## src/rtl/bgi_ram.sv

```systemverilog
// Generic single-write, single-read RAM with registered read data.
// No dependencies.
`default_nettype none
module bgi_ram #(
    parameter int WIDTH = 32,
    parameter int DEPTH = 2,
    localparam int AW = (DEPTH > 1) ? $clog2(DEPTH) : 1
) (
    input  wire logic             aclk,
    input  wire logic             we,
    input  wire logic [AW-1:0]    waddr,
    input  wire logic [WIDTH-1:0] wdata,
    input  wire logic             re,
    input  wire logic [AW-1:0]    raddr,
    output logic      [WIDTH-1:0] rdata
);
    logic [WIDTH-1:0] mem [DEPTH];

    always_ff @(posedge aclk) begin
        if (we) begin
            mem[waddr] <= wdata;
        end
        if (re) begin
            rdata <= mem[raddr];
        end
    end
endmodule
`default_nettype wire

```

## config.mk

```make
export PLATFORM = sky130hd
export DESIGN_NAME = bgi_ram
export DESIGN_NICKNAME = d
export VERILOG_FILES = /design/src/rtl/bgi_ram.sv
export SDC_FILE = /design/constraint.sdc
export NUM_CORES = 1
export LEC_CHECK = 0
export BUFFER_PORTS_ARGS = -buffer_cell sky130_fd_sc_hd__buf_4
export CAP_MARGIN = 10
export CORE_UTILIZATION = 39
export DETAILED_ROUTE_END_ITERATION = 8
export SLEW_MARGIN = 20
export SYNTH_ARGS = -nofsm -noshare
export SYNTH_HDL_FRONTEND = slang
export SYNTH_SLANG_ARGS = --single-unit
```

## constraint.sdc

```tcl
create_clock -name aclk -period 4.1 [get_ports aclk]
set_clock_uncertainty 0.15 [all_clocks]
set_input_delay 0 -clock aclk [delete_from_list [all_inputs] [get_ports aclk]]
set_output_delay 0 -clock aclk [all_outputs]
set_load 0.02 [all_outputs]
```

# Yosys cells after proc, flatten, opt, wreduce, memory -nomap -nowiden
# Memories as Yosys holds them, arrays and structs flattened. A register that Yosys moved wholly into a read port is not among the register bits.
# Cells that the tools add are included.
[classes]
muxes = 2
[ops]
columns = ["op", "n"]
rows = [
  ["1-bit 2-to-1 mux", 2],
]
[word_totals]
word_cells = 3
mem_bits_rw = 64
reg_bits = 0
out_inout_bits = 32
n_memories = 1
[mem_list]
columns = ["name", "depth", "word_bits", "rd", "rd_ports_with_merged_regs", "wr", "line", "text"]
rows = [
  ["mem", 2, 32, 1, 1, 1, "17", "logic [WIDTH-1:0] mem [DEPTH];"],
]

# Depth between registers and ports, before layout
# Gate-level depths: netlist of run 1.
[depth]
word_depth = 2
depth_mapped = 3
depth_no_buf = 1

# Least setup slack after synthesis of run 1
# Ideal clock, no wire load.
[synth_path]
path_kind = "input to register"
from = "in waddr"
to = "mem mem[0][0], enable pin"
setup_time_ns = 0.425
stages = 1
required_time_ns = 3.525
path_slack_ns = 2.072
arrival_ns = 1.452
cell_sequence = "nor2b_1"
[synth_rtl]
columns = ["item", "line", "text"]
rows = [
  ["from (decl)", "11", "input wire logic [AW-1:0] waddr,"],
  ["to (decl)", "17", ""],
]
# Straight into the memory's write port.

# Worst setup path after layout of run 1
[layout_path]
from = "in waddr"
to = "mem mem[0][1], enable pin"
# Straight into the memory's write port.

==> impl_metrics.yaml, run 1 <==
timing:
  max_slew_margin_pct: 36.8
  rsz0062_at_grt: "no"
  fin_crit_ns: 1.60
  finalSetupTns_ns: 0
  tightest_slew_ns: 0.946
  final.period_utilization_pct: 38.9
  setup-violations-final: 0
  final_hold_viol_count: 0
  hold_ws_ns: 0.0810
  fmax_mhz: 626
  report.final.slew_viol_count: 0
critical_path:
  crit_chain: "dlygate4sd3_1 > buf_4 > nor2b_4"
  cp.arrival_ns: 1.42
  crit_type: "in -> reg"
  r2r_cells: 1
  cp.buffers_inverters: 2
  cp_slowest_stage_delay_ns: 0.73
  crit_end: "mem[0][1]"
  r2r_start: "mem[1][28]"
  cpMaxStageDelayCell: "nor2b_4"
  crit_path_max_fanout: 32
  worstSetupPathDepth: 3
  r2r-end: "rdata[28]"
  critPathLaunchType: "input port"
  rrSetupSlack_ns: 3.03
  end_kind: "register"
  critical-path-top-delay-family: "simple AND/OR/NAND/NOR gates"
  critPathLaunch: "waddr"
  crit_required_ns: 3.93
placement:
  portBuffers: 68
  routabilityCongestion: 0.676
yosys:
  syn_inst: 134
  synth-edff-count: 96
  yosysWarnings: 0
  synthFlopType: "edfxtp_1"
  ys_seq_elements: 96
  synth_commonest_cells: "edfxtp_1, mux2_4, buf_12"
  ys_seq_area_share_pct: 83.8
  synth.most_common_cell: "edfxtp_1"
  ys_top_cells_by_area: "edfxtp_1, mux2_4, buf_12"
  netlist.area_leader.share_pct: 83.8
  yosysUniqueCellTypes: 7
  synth.avg_cell_area_um2: 25.7
  syn-num-nets: 171
  synth_largest_area_cell: "edfxtp_1"
  async_flop_share_pct: 0
  syn_area_mm2: 0.00344
floorplanning:
  start_util_pct: 41.0
  dieArea_mm2: 0.00920
  rows: 33
  chipWidth_um: 95.9
  coreArea_mm2: 0.00838
  pin_count: 69
  fp.dieH_um: 95.9
detailed_routing:
  wl_per_cell_um: 14.8
  dr.pass1.iters: 4
  vias: 1560
  viasPerCell: 4.42
  drt_iter0_markers: 72
  final_antenna_net_count: 0
  drcViolationCount: 0
  wirelength_mm: 5.22
finish:
  num_antenna_cells: 0
  layout-drive-gt1-share_pct: 46.0
  regArea_mm2: 0.00288
  nets: 280
  syn_to_final_growth_pct: 31.4
  fillers: 675
  multi_input_comb_area_um2: 494
clocking:
  cts_sinks: 96
  cts_tree: "done"
  h-tree-depth: 3
  clk-insertion-delay-late_ns: 0.35
  cts-root-buf: "clkbuf_8"
  cts.path.max_buffers: 2
  cts_buffers: 9
  cts.clk_slew.worst_paths_ns: 0.09
grt:
  gr-total-overflow: 0
  grt_max_degree: 33
  grt_pass1_vias: 1532
  antenna_found_initial: 0
  track_usage_pct: 12.3
  grt_pass1_wl_mm: 7.76
job:
  maxCapViolCount: 0
outcome:
  outcome: "finished, final reports clean"
power_and_ir_drop:
  worst_ir_drop_vdd_mv: 0.171
  power_density_mw_per_mm2: 419
  leakage_nw: 1.73
min_path:
  holdCritPathClass: "in -> reg"
[power by group]
part	switching [mW]	leakage, nW	total (mW)	internal (mW)
Combinational	0.0865	0.734	0.199	0.112
Clock	0.307	0.0835	0.521	0.214
Sequential	0.0173	0.914	1.18	1.16
[final cells by class]
| class | count | share of cell area, % |
|---|---|---|
| Sequential cell | 96 | 63.8 |
| Timing Repair Buffer | 102 | 18.8 |
| Multi-Input combinational cell | 34 | 10.9 |
| Tap cell | 105 | 2.91 |
| Clock buffer | 9 | 2.74 |
| Clock inverter | 7 | 0.830 |
[logic make-up (layout without fill, tap and decap cells)]
| group | Yosys count | after routing | synth area share (%) |
|---|---|---|---|
| AND/OR/NAND/NOR | 2 | 2 | 0.364 |
| multiplexers | 32 | 32 | 13.8 |
| buffers and inverters | 4 | 118 | 2.07 |
| flip-flops | 96 | 96 | 83.8 |
[flip-flops by register name, summed over array words and instances (netlist names)]
register / flops
mem: 64
rdata: 32
[cells in the final DEF, fill, tap and decap left out]
| master | count |
|---|---|
| clkinv_2 | 1 |
| clkbuf_8 | 9 |
| inv_6 | 1 |
| mux2_2 | 2 |
| clkinv_4 | 1 |
| mux2_4 | 30 |
| and2_2 | 1 |
| buf_4 | 68 |
| clkinv_1 | 4 |
| edfxtp_1 | 96 |
| dlygate4sd3_1 | 34 |
| nor2b_4 | 1 |
[routing by layer]
layer  vias up  global-route usage, %  wire length (µm)
met5         -                      0                 0
met4         0                   8.21               135
met3         9                   2.92               246
met2        45                   19.8              2680
met1       755                   14.6              2160
li1        751                      -                 -
[metrics by stage]
step | area [µm²] | total power [mW] | worst slack (ns) | utilization, % | cells
6_report | 4520 | 1.90 | 2.50 | 53.9 | 353
5_1_grt | 4520 | 1.97 | 2.42 | 53.9 | 353
4_1_cts | 4520 | 1.92 | 2.48 | 53.9 | 353
3_3_place_gp | 4020 | 1.37 | 2.67 | 47.9 | 303
3_5_place_dp | 4020 | 1.38 | 2.66 | 47.9 | 303
2_1_floorplan | 3440 | 1.29 | 2.07 | - | 134
[timing repair]
item	4_1_cts	5_1_grt
hold buffers	34	0
buffers inserted	0	0
hold endpoints to repair	128	0
resized for setup	0	0
[worst min path at each step]
stage	start	to	slack, ns	cells past startpoint
after floorplan	wdata[0]	mem[0][0]	-0.05	0
after global placement	wdata[5]	mem[0][5]	0.04	1
after detailed placement	wdata[25]	mem[1][25]	0.04	1
after CTS	we	mem[0][19]	0.08	2
after global routing	we	mem[0][15]	0.1	2
final	we	mem[0][3]	0.08	2
(Power assumes the default switching activity.)
==> run 2: changes to the inputs <==
==> constraint.sdc (replaced) <==
create_clock -name aclk -period 1.4 [get_ports aclk]
set_clock_uncertainty 0.15 [all_clocks]
set_input_delay 0 -clock aclk [delete_from_list [all_inputs] [get_ports aclk]]
set_output_delay 0 -clock aclk [all_outputs]
set_load 0.02 [all_outputs]
==> run 2 against run 1 <==
Net effect: first-iteration DRC count decreased by 56%; utilization up 1.6 points; critical path depth rose by 1; cell count grew 1.1%; combinational power grew to 3.1 times the previous value; final area increased by 3.0%; total power increased to 3.1 times the previous value; critical endpoint is now mem[0][5].
==> impl_metrics.yaml, run 2 (synthesized netlist as in run 1, its figures left out) <==
critical_path:
  cpMaxStageDelayCell: "dlygate4sd3_1"
  cp.arrival_ns: 1.16
  critPathLaunchType: "input port"
  critPathLaunch: "waddr"
  crit_type: "in -> reg"
  cp_slowest_stage_delay_ns: 0.54
  crit_required_ns: 1.30
  end_kind: "register"
  r2r_cells: 1
  r2r_start: "mem[0][28]"
  rrSetupSlack_ns: 0.36
  crit_chain: "dlygate4sd3_1 > buf_4 > nor2b_4 > buf_12"
  crit_path_max_fanout: 26
  crit_end: "mem[0][5]"
  r2r-end: "rdata[28]"
timing:
  rsz0062_at_grt: "no"
  fmax_mhz: 795
  final_hold_viol_count: 0
  final.period_utilization_pct: 89.8
  finalSetupTns_ns: 0
  setup-violations-final: 0
  fin_crit_ns: 1.26
  report.final.slew_viol_count: 0
  max_slew_margin_pct: 72.2
  hold_ws_ns: 0.0379
  tightest_slew_ns: 0.417
placement:
  portBuffers: 68
  routabilityCongestion: 0.673
finish:
  final_cell_mix: "edfxtp_1, buf_4, dlygate4sd3_1"
  largest_register_ffs: 64
  mostFrequentLayoutCell: "edfxtp_1"
  syn_to_final_growth_pct: 35.4
  top_register: "mem"
  reg_top3: "mem x64, rdata x32"
  num_antenna_cells: 0
  finish.utilization_pct: 55.6
  nets: 285
  layout-drive-gt1-share_pct: 47.2
detailed_routing:
  wirelength_mm: 5.14
  drt_iter0_markers: 32
  viasPerCell: 4.39
  dr.pass1.iters: 4
  wl_per_cell_um: 14.4
  drcViolationCount: 0
  final_antenna_net_count: 0
  vias: 1569
min_path:
  holdCritPathClass: "in -> reg"
grt:
  gr-total-overflow: 0
  grt_pass1_wl_mm: 7.59
  grt_max_degree: 33
  antenna_found_initial: 0
  grt_pass1_vias: 1560
  track_usage_pct: 11.9
power_and_ir_drop:
  power_density_mw_per_mm2: 1270
  leakage_nw: 1.79
  total_power_mw: 5.93
  worst_ir_drop_vdd_mv: 0.517
floorplanning:
  dieArea_mm2: 0.00920
  coreArea_mm2: 0.00838
  chipWidth_um: 95.9
  pin_count: 69
  rows: 33
  fp.dieH_um: 95.9
  start_util_pct: 41.0
clocking:
  cts.clk_slew.worst_paths_ns: 0.09
  cts.path.max_buffers: 2
  h-tree-depth: 3
  clk-insertion-delay-late_ns: 0.35
  cts_buffers: 9
  cts_tree: "done"
  cts-root-buf: "clkbuf_8"
  cts_resized: 0
  cts_sinks: 96
  post_cts_buffers: 0
job:
  maxCapViolCount: 0
outcome:
  outcome: "finished, final reports clean"
## run 2: area by class of cell
| type | count | area [µm²] |
|---|---|---|
| Fill cell | 644 | 3720 |
| Sequential cell | 96 | 2880 |
| Timing Repair Buffer | 107 | 941 |
| Multi-Input combinational cell | 34 | 493 |
| Tap cell | 105 | 131 |
| Clock buffer | 9 | 124 |
| Clock inverter | 6 | 85.1 |
## run 2: report_power, final
group / internal (mW) / total [mW] / switching, mW
combinational: 0.351 / 0.607 / 0.256
sequential: 3.39 / 3.44 / 0.0497
clock: 0.990 / 1.89 / 0.896
## run 2: metal layers
layer  track usage (%)  vias to the layer above  share of wire (%)
met3              4.34                        5                4.1
met5                 0                        -                  0
li1                  -                      757                  -
met4              5.72                        0                1.8
met1              12.5                      768                 39
met2              21.0                       39                 56
## run 2: what timing repair did
| item | 4_1_cts | 5_1_grt |
|---|---|---|
| hold endpoints to repair | 105 | 0 |
| hold buffers | 35 | 0 |
| endpoints found under the setup margin | 0 | 0 |
## run 2: worst min-delay path by stage
stage | start | to | cells after the start
CTS | raddr | rdata[20] | 3
floorplan | wdata[0] | mem[0][0] | 0
global route | raddr | rdata[26] | 3
global placement | wdata[0] | mem[1][0] | 1
finish | raddr | rdata[20] | 3
detailed placement | wdata[31] | mem[0][31] | 1
## run 2: metrics by stage
step	area, µm²	setup slack (ns)	cells
detailed placement	4100	0.329	307
floorplan	3450	0.0627	134
finish	4660	0.143	357
global placement	4100	0.341	307
CTS	4660	0.150	357
global route	4660	0.113	357
## run 2: critical path, delay by kind of cell
| kind | cells | cell delay [ns] |
|---|---|---|
| simple gates | 1 | 0.24 |
| buf+inv | 3 | 0.91 |
==> run 3: changes to the inputs <==
--- a/config.mk
+++ b/config.mk
@@ -6,7 +6,8 @@
 export NUM_CORES = 1
 export LEC_CHECK = 0
 export BUFFER_PORTS_ARGS = -buffer_cell sky130_fd_sc_hd__buf_4
-export CAP_MARGIN = 10
+export CAP_MARGIN = 0
+export CORE_MARGIN = 2
 export CORE_UTILIZATION = 39
 export DETAILED_ROUTE_END_ITERATION = 8
 export SLEW_MARGIN = 20
==> run 3 against run 2 <==
Net effect: utilization decreased by 1.5 points; first-iteration DRC count increased by 81%; register-to-register slack about the same; worst hold slack improved by 0.062 ns; cell count increased by 1.1%; flip-flop and latch count unchanged; clock power about the same; die area increased by 4.2%; final area increased by 0.19%; count of clock-buffer cells in the layout increased by 2; combinational power about the same; wire length increased by 0.70%; largest cell class unchanged; critical endpoint is now rdata[30].
==> impl_metrics.yaml, run 3 (synthesized netlist as in run 1, its figures left out) <==
outcome:
  outcome: "finished, final reports clean"
critical_path:
  end_kind: "register"
  critPathLaunchType: "input port"
  crit_path_max_fanout: 15
  crit_chain: "dlygate4sd3_1 > buf_4 > buf_12 > mux2_2"
  crit_required_ns: 1.35
  cp_slowest_stage_delay_ns: 0.52
  cp.arrival_ns: 1.25
  cpMaxStageDelayCell: "dlygate4sd3_1"
  crit_type: "in -> reg"
timing:
  hold_ws_ns: 0.0999
  final_hold_viol_count: 0
  fmax_mhz: 769
  fin_crit_ns: 1.30
  rsz0062_at_grt: "no"
  report.final.slew_viol_count: 0
  tightest_slew_ns: 0.430
  finalSetupTns_ns: 0
  setup-violations-final: 0
  max_slew_margin_pct: 71.3
  final.period_utilization_pct: 92.9
  final.setup.worst_slack_ns: 0.0990
placement:
  routabilityCongestion: 0.700
  portBuffers: 68
  place_inst: 310
  pre_cts_slack_ns: 0.278
  dpl-instance-area_mm2: 0.00410
  dp_hpwl_mm: 3.14
clocking:
  cts_tree: "done"
  cts-root-buf: "clkbuf_8"
  cts.path.max_buffers: 2
  cts_hold_buf: 35
  post_cts_buffers: 0
  h-tree-depth: 3
  clk-insertion-delay-late_ns: 0.34
  cts_resized: 0
  cts_sinks: 96
  cts.clk_slew.worst_paths_ns: 0.08
  cts_buffers: 9
finish:
  top_register: "mem"
  final_cell_area_mm2: 0.00467
  fin_cells: 361
  layout-drive-gt1-share_pct: 47.4
  syn_to_final_growth_pct: 35.6
  fillers: 688
  largest_register_ffs: 64
  mostFrequentLayoutCell: "edfxtp_1"
  final_cell_mix: "edfxtp_1, buf_4, dlygate4sd3_1"
  reg_top3: "mem x64, rdata x32"
  nets: 285
  num_antenna_cells: 0
  finish.utilization_pct: 54.0
grt:
  gr-total-overflow: 0
  grt_pass1_wl_mm: 7.94
  track_usage_pct: 11.1
  grt_max_degree: 33
  grt_pass1_vias: 1584
  antenna_found_initial: 0
power_and_ir_drop:
  combPwrFrac_pct: 10.3
  worst_ir_drop_vdd_mv: 0.481
  power.share.clock_pct: 31.6
  power_switching_mw: 1.17
  pwr-share-seq_pct: 58.1
  p_int_mw: 4.75
  p_sw_share_pct: 19.8
  leakage_nw: 1.79
  total_power_mw: 5.92
  power_density_mw_per_mm2: 1270
floorplanning:
  pin_count: 69
  chipWidth_um: 97.9
  fp.dieH_um: 97.9
  start_util_pct: 39.8
  coreArea_mm2: 0.00864
  dieArea_mm2: 0.00959
  rows: 34
detailed_routing:
  final_antenna_net_count: 0
  top_layer: "met4"
  wl_met2_mm: 2.75
  wirelength_mm: 5.17
  viasPerCell: 4.45
  dr.pass1.iters: 4
  wl_met1_mm: 1.98
  drt_iter0_markers: 58
  wl_met3_um: 214
  drcViolationCount: 0
  wl_per_cell_um: 14.3
  vias: 1605
min_path:
  holdCritPathClass: "in -> reg"
job:
  maxCapViolCount: 0
==> run 3: cell count changes in the layout (fill, tap and decap cells not counted) <==
cell	delta
and2_1	-1
clkinv_1	-1
clkbuf_1	+2
and2_2	+1
==> run 3: layout make-up <==
cell class	count	area [µm²]	share of cell area, %
clock inverter	5	81.3	1.74
sequential	96	2880	61.8
multi-input combinational	34	494	10.6
clock buffer	11	131	2.82
timing repair buffer	107	941	20.2
tap	108	135	2.90
==> run 3: worst max-delay path, delay by kind of cell <==
kind / cells / cell delay [ns]
muxes: 1 / 0.34
buffers and inverters: 3 / 0.89
==> run 3: metal layers <==
layer	vias to the layer above	GRT usage, %
li1	757	-
met3	17	2.29
met5	-	0
met1	782	12.4
met2	49	18.9
met4	0	8.01
==> run 3: power by group through the flow <==
stage          combinational [mW]  clock (mW)  sequential (mW)
2_1_floorplan               0.202           0             3.59
4_1_cts                     0.619        1.94             3.45
6_report                    0.609        1.87             3.44
5_1_grt                     0.647        2.04             3.46
3_5_place_dp                0.540           0             3.51
3_3_place_gp                0.534           0             3.50
==> run 3: worst paths after layout <==
kind / startpoint / to / slack (ns) / depth (start not counted)
setup / recovery: raddr / rdata[30] / 0.1 / 4
hold / removal: we / mem[0][7] / 0.1 / 3
setup reg to reg: mem[0][17] / rdata[17] / 0.35 / 1
hold reg to reg: mem[1][14] / rdata[14] / 0.40 / 1
